`src/rtl/lfr_pkg.sv`:
```
package lfr_pkg;

	localparam int FRAME_W     = 6;
	localparam int FRAME_SPACE = 1 << FRAME_W;
	localparam int CMD_W       = 2;
	localparam int COUNT_W     = 7;
	localparam int CAP_W       = 7;
	localparam logic [CAP_W-1:0] CAP_RESET = 7'd64;

	localparam int APB_AW = 3;
	localparam int APB_DW = 32;
	// register select bit of paddr (word index)
	localparam logic REG_CAPACITY = 1'b0;

	typedef enum logic [CMD_W-1:0] {
		CMD_VICTIM = 2'd0,
		CMD_PIN    = 2'd1,
		CMD_UNPIN  = 2'd2
	} cmd_e;

	typedef enum logic [1:0] {
		OP_NONE   = 2'd0,
		OP_REMOVE = 2'd1,
		OP_INSERT = 2'd2
	} op_e;

	typedef enum logic {
		ST_IDLE  = 1'b0,
		ST_APPLY = 1'b1
	} state_e;

	typedef struct packed {
		logic capture;
		logic commit;
	} dp_ctrl_t;

endpackage

```
`src/rtl/lfr_req_if.sv`:
```
interface lfr_req_if;
	import lfr_pkg::*;

	logic               valid;
	logic               ready;
	logic [CMD_W-1:0]   command;
	logic [FRAME_W-1:0] frame_no;

	modport source (output valid, output command, output frame_no, input ready);
	modport sink (input valid, input command, input frame_no, output ready);
endinterface

```
`src/rtl/lfr_rsp_if.sv`:
```
interface lfr_rsp_if;
	import lfr_pkg::*;

	logic               valid;
	logic               ready;
	logic               victim_found;
	logic [FRAME_W-1:0] victim_frame;
	logic [COUNT_W-1:0] held_count;

	modport source (output valid, output victim_found, output victim_frame,
		output held_count, input ready);
	modport sink (input valid, input victim_found, input victim_frame,
		input held_count, output ready);
endinterface

```
`src/rtl/lfr_ctrl.sv`:
```
module lfr_ctrl (
	input  logic              clk,
	input  logic              arst_n,
	input  logic              in_valid,
	output logic              in_ready,
	output logic              out_valid,
	input  logic              out_ready,
	output lfr_pkg::dp_ctrl_t dp_ctrl
);
	import lfr_pkg::*;

	state_e state_q;
	state_e state_d;
	logic   out_valid_q;

	always_ff @(posedge clk or negedge arst_n) begin
		if (!arst_n) begin
			state_q <= ST_IDLE;
		end else begin
			state_q <= state_d;
		end
	end

	always_comb begin
		state_d  = state_q;
		in_ready = 1'b0;
		dp_ctrl  = '0;
		case (state_q)
			ST_IDLE: begin
				in_ready = 1'b1;
				if (in_valid) begin
					dp_ctrl.capture = 1'b1;
					state_d         = ST_APPLY;
				end
			end
			ST_APPLY: begin
				// hold the request until the result register is free
				if (!out_valid_q || out_ready) begin
					dp_ctrl.commit = 1'b1;
					state_d        = ST_IDLE;
				end
			end
			default: begin
				state_d = ST_IDLE;
			end
		endcase
	end

	always_ff @(posedge clk or negedge arst_n) begin
		if (!arst_n) begin
			out_valid_q <= 1'b0;
		end else if (dp_ctrl.commit) begin
			out_valid_q <= 1'b1;
		end else if (out_ready) begin
			out_valid_q <= 1'b0;
		end
	end

	assign out_valid = out_valid_q;

endmodule

```
`src/rtl/lfr_datapath.sv`:
```
module lfr_datapath #(
	parameter int SLOTS = 64
) (
	input  logic                        clk,
	input  logic                        arst_n,
	input  lfr_pkg::dp_ctrl_t           dp_ctrl,
	input  logic [lfr_pkg::CMD_W-1:0]   command,
	input  logic [lfr_pkg::FRAME_W-1:0] frame_no,
	input  logic [lfr_pkg::CAP_W-1:0]   capacity,
	output logic                        victim_found,
	output logic [lfr_pkg::FRAME_W-1:0] victim_frame,
	output logic [lfr_pkg::COUNT_W-1:0] held_count
);
	import lfr_pkg::*;

	localparam int IW = $clog2(SLOTS);
	localparam int CW = $clog2(SLOTS + 1);

	logic [FRAME_W-1:0] cell_q [SLOTS];
	logic [SLOTS-1:0]   present_q;
	logic [CW-1:0]      count_q;

	op_e                op_q;
	logic [SLOTS-1:0]   match_q;
	logic [FRAME_W-1:0] frame_q;
	logic               found_q;
	logic [FRAME_W-1:0] vframe_q;

	logic [SLOTS-1:0]   match_cmp;
	logic [SLOTS-1:0]   shift_m;
	logic [CW-1:0]      count_nx;

	op_e                op_d;
	logic [SLOTS-1:0]   match_d;
	logic [FRAME_W-1:0] frame_d;
	logic               found_d;
	logic [FRAME_W-1:0] vframe_d;
	logic               fid_ok;
	logic               room;

	assign fid_ok = 32'(frame_no) < SLOTS;
	assign room   = (count_q < CW'(SLOTS)) && (32'(count_q) < 32'(capacity));

	for (genvar i = 0; i < SLOTS; i++) begin : g_cell
		localparam logic [SLOTS-1:0] LOW_MASK = {SLOTS{1'b1}} >> (SLOTS - 1 - i);
		logic [FRAME_W-1:0] upper;

		assign match_cmp[i] = (cell_q[i] == frame_no) && (CW'(i) < count_q);
		// a cell moves down when the removed entry sits at or below it
		assign shift_m[i]   = |(match_q & LOW_MASK);

		if (i < SLOTS - 1) begin : g_up
			assign upper = cell_q[i+1];
		end else begin : g_top
			assign upper = cell_q[i];
		end

		always_ff @(posedge clk) begin
			if (dp_ctrl.commit) begin
				if (op_q == OP_REMOVE && shift_m[i]) begin
					cell_q[i] <= upper;
				end else if (op_q == OP_INSERT && count_q == CW'(i)) begin
					cell_q[i] <= frame_q;
				end
			end
		end
	end

	always_comb begin
		op_d     = OP_NONE;
		match_d  = '0;
		frame_d  = frame_no;
		found_d  = 1'b0;
		vframe_d = '0;
		case (command)
			CMD_VICTIM: begin
				if (count_q != '0) begin
					op_d     = OP_REMOVE;
					match_d  = SLOTS'(1);
					frame_d  = cell_q[0];
					found_d  = 1'b1;
					vframe_d = cell_q[0];
				end
			end
			CMD_PIN: begin
				if (fid_ok && present_q[frame_no[IW-1:0]]) begin
					op_d    = OP_REMOVE;
					match_d = match_cmp;
				end
			end
			CMD_UNPIN: begin
				if (fid_ok && !present_q[frame_no[IW-1:0]] && room) begin
					op_d = OP_INSERT;
				end
			end
			default: begin
				op_d = OP_NONE;
			end
		endcase
	end

	always_ff @(posedge clk or negedge arst_n) begin
		if (!arst_n) begin
			op_q <= OP_NONE;
		end else if (dp_ctrl.capture) begin
			op_q <= op_d;
		end
	end

	always_ff @(posedge clk) begin
		if (dp_ctrl.capture) begin
			match_q  <= match_d;
			frame_q  <= frame_d;
			found_q  <= found_d;
			vframe_q <= vframe_d;
		end
	end

	always_comb begin
		case (op_q)
			OP_REMOVE: count_nx = count_q - CW'(1);
			OP_INSERT: count_nx = count_q + CW'(1);
			default:   count_nx = count_q;
		endcase
	end

	always_ff @(posedge clk or negedge arst_n) begin
		if (!arst_n) begin
			count_q   <= '0;
			present_q <= '0;
		end else if (dp_ctrl.commit) begin
			count_q <= count_nx;
			if (op_q == OP_REMOVE) begin
				present_q[frame_q[IW-1:0]] <= 1'b0;
			end else if (op_q == OP_INSERT) begin
				present_q[frame_q[IW-1:0]] <= 1'b1;
			end
		end
	end

	always_ff @(posedge clk) begin
		if (dp_ctrl.commit) begin
			victim_found <= found_q;
			victim_frame <= vframe_q;
			held_count   <= COUNT_W'(count_nx);
		end
	end

endmodule

```
`src/rtl/lru_frame_replacer_top.sv`:
```
// Each request passes two steps: accept with match search, then commit of the shift or insert.
// A new request is taken only once the last one has committed; the row of order cells is the single working unit.
// The result appears in the cycle after commit and holds in an output register until taken;
// a further request is accepted while it waits, and commit stalls only if it is still held.
// Asynchronous active-low reset empties the order and sets capacity to 64; no clearing pass.
module lru_frame_replacer_top #(
	parameter int MAX_FRAMES = 64
) (
	input  logic                        clk,
	input  logic                        arst_n,
	lfr_req_if.sink                     req,
	lfr_rsp_if.source                   rsp,
	input  logic                        psel,
	input  logic                        penable,
	input  logic                        pwrite,
	input  logic [lfr_pkg::APB_AW-1:0]  paddr,
	input  logic [lfr_pkg::APB_DW-1:0]  pwdata,
	output logic [lfr_pkg::APB_DW-1:0]  prdata,
	output logic                        pready
);
	import lfr_pkg::*;

	localparam int SLOTS = (MAX_FRAMES < FRAME_SPACE) ? MAX_FRAMES : FRAME_SPACE;

	logic [CAP_W-1:0] capacity_q;
	logic             cap_sel;
	dp_ctrl_t         dp_ctrl;

	assign pready  = 1'b1;
	assign cap_sel = paddr[APB_AW-1] == REG_CAPACITY;

	always_ff @(posedge clk or negedge arst_n) begin
		if (!arst_n) begin
			capacity_q <= CAP_RESET;
		end else if (psel && penable && pwrite && cap_sel) begin
			capacity_q <= pwdata[CAP_W-1:0];
		end
	end

	assign prdata = cap_sel ? APB_DW'(capacity_q) : '0;

	lfr_ctrl u_ctrl (
		.clk       (clk),
		.arst_n    (arst_n),
		.in_valid  (req.valid),
		.in_ready  (req.ready),
		.out_valid (rsp.valid),
		.out_ready (rsp.ready),
		.dp_ctrl   (dp_ctrl)
	);

	lfr_datapath #(
		.SLOTS (SLOTS)
	) u_dp (
		.clk          (clk),
		.arst_n       (arst_n),
		.dp_ctrl      (dp_ctrl),
		.command      (req.command),
		.frame_no     (req.frame_no),
		.capacity     (capacity_q),
		.victim_found (rsp.victim_found),
		.victim_frame (rsp.victim_frame),
		.held_count   (rsp.held_count)
	);

endmodule

```
`src/flat_wrapper.sv`:
```
// flat-port wrapper written by rule: the top's interface ports become plain ports
module lru_frame_replacer_top_flat import lfr_pkg::*;
#(
	parameter int MAX_FRAMES = 64
)
  (clk, arst_n, psel, penable, pwrite, paddr, pwdata, prdata, pready, req_valid, req_command, req_frame_no, req_ready, rsp_valid, rsp_victim_found, rsp_victim_frame, rsp_held_count, rsp_ready);
  lfr_req_if req_i ();
  lfr_rsp_if rsp_i ();
  input  logic clk;
  input  logic arst_n;
  input  logic psel;
  input  logic penable;
  input  logic pwrite;
  input  logic [lfr_pkg::APB_AW-1:0] paddr;
  input  logic [lfr_pkg::APB_DW-1:0] pwdata;
  output logic [lfr_pkg::APB_DW-1:0] prdata;
  output logic pready;
  input wire logic [$bits(req_i.valid)-1:0] req_valid;
  input wire logic [$bits(req_i.command)-1:0] req_command;
  input wire logic [$bits(req_i.frame_no)-1:0] req_frame_no;
  output wire logic [$bits(req_i.ready)-1:0] req_ready;
  output wire logic [$bits(rsp_i.valid)-1:0] rsp_valid;
  output wire logic [$bits(rsp_i.victim_found)-1:0] rsp_victim_found;
  output wire logic [$bits(rsp_i.victim_frame)-1:0] rsp_victim_frame;
  output wire logic [$bits(rsp_i.held_count)-1:0] rsp_held_count;
  input wire logic [$bits(rsp_i.ready)-1:0] rsp_ready;
  assign req_i.valid = req_valid;
  assign req_i.command = req_command;
  assign req_i.frame_no = req_frame_no;
  assign req_ready = req_i.ready;
  assign rsp_valid = rsp_i.valid;
  assign rsp_victim_found = rsp_i.victim_found;
  assign rsp_victim_frame = rsp_i.victim_frame;
  assign rsp_held_count = rsp_i.held_count;
  assign rsp_i.ready = rsp_ready;
  lru_frame_replacer_top #(.MAX_FRAMES(MAX_FRAMES)) u_core (.clk(clk), .arst_n(arst_n), .req(req_i), .rsp(rsp_i), .psel(psel), .penable(penable), .pwrite(pwrite), .paddr(paddr), .pwdata(pwdata), .prdata(prdata), .pready(pready));
endmodule
```
`config.mk`:
```
export PLATFORM = sky130hd
export DESIGN_NAME = lru_frame_replacer_top_flat
export DESIGN_NICKNAME = d
export VERILOG_FILES = /design/src/rtl/lfr_pkg.sv /design/src/rtl/lfr_req_if.sv /design/src/rtl/lfr_rsp_if.sv /design/src/rtl/lfr_ctrl.sv /design/src/rtl/lfr_datapath.sv /design/src/rtl/lru_frame_replacer_top.sv /design/src/flat_wrapper.sv
export SDC_FILE = /design/constraint.sdc
export NUM_CORES = 1
export LEC_CHECK = 0
export BUFFER_PORTS_ARGS = -buffer_cell sky130_fd_sc_hd__buf_2
export CAP_MARGIN = 40
export CORE_MARGIN = 3
export CORE_UTILIZATION = 25
export CTS_CLUSTER_DIAMETER = 120
export DETAILED_ROUTE_END_ITERATION = 10
export PLACE_DENSITY = 0.35
export SYNTH_ARGS = -nofsm -noshare
export SYNTH_HDL_FRONTEND = slang
export SYNTH_SLANG_ARGS = --single-unit
export TNS_END_PERCENT = 10
```
`constraint.sdc`:
```
create_clock -name clk -period 6 [get_ports clk]
set_input_delay 0.6 -clock clk [delete_from_list [all_inputs] [get_ports clk]]
set_output_delay 0.6 -clock clk [all_outputs]
set_load 0.01 [all_outputs]
```
==> impl_metrics.csv <==
group,metric,value,unit
die,die_area,0.127,mm^2
drt,num_vias,20700,
placement,dpl.hpwl,70.5,mm
power_and_ir_drop,seqPwrFrac,0.419,
synth,ys_seq_elements,557,
global_route,grtUsageTotal,0.165,
synth,async_flop_share,0.147,
synth,synth_edf_count,475,
hold_path,hold_path_class,"in2reg",
power_and_ir_drop,p_sw,5.47,mW
sta,skew,0.0257,ns
sta,timing.hold.ws,0.204,ns
die,pin_count,99,
global_route,grt-ovfl-total,0,
synth,yosys-top-cells-count,"edfxtp_1, mux2_2, xnor2_1",
power_and_ir_drop,clockPowerShare,0.279,
power_and_ir_drop,switching_share,0.354,
drt,ant_nets,0,
worst_setup_path,required,6.30,ns
layout,regArea,0.0163,mm^2
worst_setup_path,rr_worst_depth,9,
synth,ys_types,75,
drt,drt_iter0_drc,1394,
layout,multi_input_area,0.0136,mm^2
global_route,antenna_found_initial,7,
sta,max_slew_margin,0.373,
synth,syn_inst,2493,
sta,fin_tns_setup,0,ns
hold_path,hold_depth,2,
die,start_util,0.252,
die,die_y,357,um
cts,ctsResizeCount,0,
global_route,grt_start_max_net_pins,121,
drt,routed_wl,106,mm
power_and_ir_drop,power_density,437,mW/mm^2
worst_setup_path,cp_cell_sequence,"inv_1 > ha_1 > nand2_1 > nor2_2 > buf_4 > nand2_1 > nor2_1 > nand3_1 > nand2_1",
power_and_ir_drop,fin_total_pwr,15.4,mW
sta,finalCritPeriodShare,0.663,
flow_run,drv_cap,0,
worst_setup_path,crit_type,"reg2reg",
drt,firstDrtPassIters,6,
placement,routabilityCongestion,0.778,
drt,post_drt_via_cell_ratio,4.94,
power_and_ir_drop,irDropWorstVdd,0.342,mV
power_and_ir_drop,intPower,9.98,mW
die,die_x,357,um
synth,synth_area_leader_cell,"edfxtp_1",
worst_setup_path,cp_max_fo,12,
drt,route.detailed.drc,0,
worst_setup_path,crit_family,"simple AND/OR/NAND/NOR gates",
cts,clock_path_buffers,3,
die,core_area,0.122,mm^2
synth,synth_area_leaders,"edfxtp_1, mux2_2, xnor2_1, dfrtp_1, xor2_1",
sta,setup_viol,0,
worst_setup_path,slowest_stage,"nor2_1",
layout,area_growth,15.0,%
worst_setup_path,crit_path_start_kind,"flop",
layout,drive_gt1_frac,0.255,
cts,htree_levels,3,
sta,finalCriticalPeriod,3.98,ns
worst_setup_path,critical-path-max-stage-delay,0.77,ns
layout,num-fill-cells,12400,
synth,syn_area_per_cell,12.3,um^2
cts,cts_tree,"built",
layout,fin_util,0.290,
cts,cts_buffers,73,
global_route,grt_pass1_wl,155,mm
synth,yosys_most_used_dff,"edfxtp_1",
cts,insertion_delay,0.64,ns
cts,cts_root_buf,"clkbuf_16",
drt,wire_per_inst,25.2,um
global_route,grt_pass1_vias,21700,
worst_setup_path,cp.arrival,4.28,ns
synth,syn-cell-area,0.0308,mm^2
worst_setup_path,cp-end-kind,"flop",
worst_setup_path,critPathMostFrequentCell,"nand2_1",
outcome,status,"finished, final reports clean",
synth,yosysTopAreaCellShare,0.464,
power_and_ir_drop,combPwrFrac,0.302,
placement,portBuffers,45,
sta,fmax,251,MHz
cts,cts_num_sinks,557,
synth,yosysWarningCount,0,
cts,cts_setup_buffers,0,
power_and_ir_drop,p_leak,11.8,nW
die,rows,128,
synth,synth-seq-area-share,0.531,
sta,rsz0062_at_grt,"no",
synth,synth_most_common_cell,"edfxtp_1",
sta,hold_viol,0,
layout,num-nets-final,2578,
worst_setup_path,r2r_slack,2.02,ns
cts,path_clk_slew,0.05,ns
sta,worst_pin_slew,0.931,ns
worst_setup_path,path_depth,9,
sta,slew_viol_final,0,
worst_setup_path,cp.buffers_inverters,2,
## final cells by class
| type | instances | area share |
|---|---|---|
| Antenna cell | 2 | 0.000142 |
| Clock buffer | 101 | 0.0585 |
| Clock inverter | 29 | 0.00662 |
| Inverter | 24 | 0.00255 |
| Multi-Input combinational cell | 1721 | 0.384 |
| Sequential cell | 557 | 0.462 |
| Tap cell | 1625 | 0.0575 |
| Timing Repair Buffer | 137 | 0.0293 |
## timing repair
item	in CTS	in global routing
endpoints found under the setup margin	0	0
hold endpoints to repair	30	0
hold buffers	1	0
## kinds of logic after synthesis
group	after synthesis	share of synthesized area
compound gates	342	0.0745
flops	557	0.531
mux	422	0.158
other cells	2	0.000244
buf+inv	239	0.0329
xor+xnor	386	0.110
simple gates	531	0.0886
fa+ha+maj	14	0.00570
## cells in the final DEF, fill, tap and decap left out, types with 6 or more instances in the layout
master / synthesis / layout
o21ai_0: 123 / 121
o211ai_1: 7 / 7
a31oi_1: 10 / 10
a21o_1: 19 / 19
a211o_1: 10 / 10
mux2_2: 382 / 382
ha_1: 14 / 13
buf_4: 26 / 67
o2111ai_1: 11 / 11
xor2_1: 143 / 143
nand3_1: 64 / 64
edfxtp_1: 475 / 475
nand2_1: 114 / 114
xnor2_1: 243 / 243
a211oi_1: 6 / 6
and2_1: 11 / 11
mux4_2: 9 / 9
clkbuf_16: 0 / 79
nor4_1: 58 / 58
nor3_1: 64 / 63
nor2b_1: 14 / 13
clkbuf_1: 146 / 21
or2_2: 7 / 7
a2111oi_0: 15 / 15
clkinv_1: 0 / 15
clkinv_2: 0 / 8
or4_1: 12 / 12
o31ai_1: 69 / 69
and3_1: 7 / 7
a21oi_1: 21 / 21
nor2_1: 88 / 84
buf_2: 7 / 57
conb_1: 2 / 26
inv_1: 24 / 24
or3_1: 16 / 16
dfrtp_1: 81 / 81
mux2i_1: 25 / 25
mux2_4: 6 / 6
nand4_1: 51 / 51
## metrics by stage
step,instances,worst slack [ns],instance area [um^2]
after floorplan,2517,1.23,30800
after global placement,4034,1.87,32800
after detailed placement,4060,2.00,33000
after CTS,4191,1.96,35300
after global routing,4194,1.75,35300
final,4196,2.02,35400
## power by group through the flow
stage | registers [mW] | clock network (mW) | logic, mW
after CTS | 6.47 | 4.44 | 4.71
after global routing | 6.59 | 4.59 | 5.08
after detailed placement | 6.53 | 0 | 4.67
after floorplan | 6.32 | 0 | 2.93
final | 6.47 | 4.31 | 4.66
after global placement | 6.54 | 0 | 4.57
## worst paths after layout
check | startpoint | to
max in group asynchronous | arst_n | u_core.capacity_q[6]
min in group asynchronous | arst_n | async pin
min | pwdata[4] | u_core.capacity_q[4]
max | u_core.u_dp.op_q[0] | u_core.u_dp.cell_q[1][72]
max reg2reg | u_core.u_dp.op_q[0] | u_core.u_dp.cell_q[1][72]
min reg2reg | u_core.u_dp.vframe_q[2] | u_core.u_dp.victim_frame[2]
## per-layer routing
metal  up-vias  track usage  part of all wire
met2       533        0.270              0.46
li1       9343            -                 -
met5         -            0           0.00012
met3       137       0.0232             0.043
met4         2       0.0426             0.022
met1     10700        0.228              0.47
(Power assumes the default switching activity.)
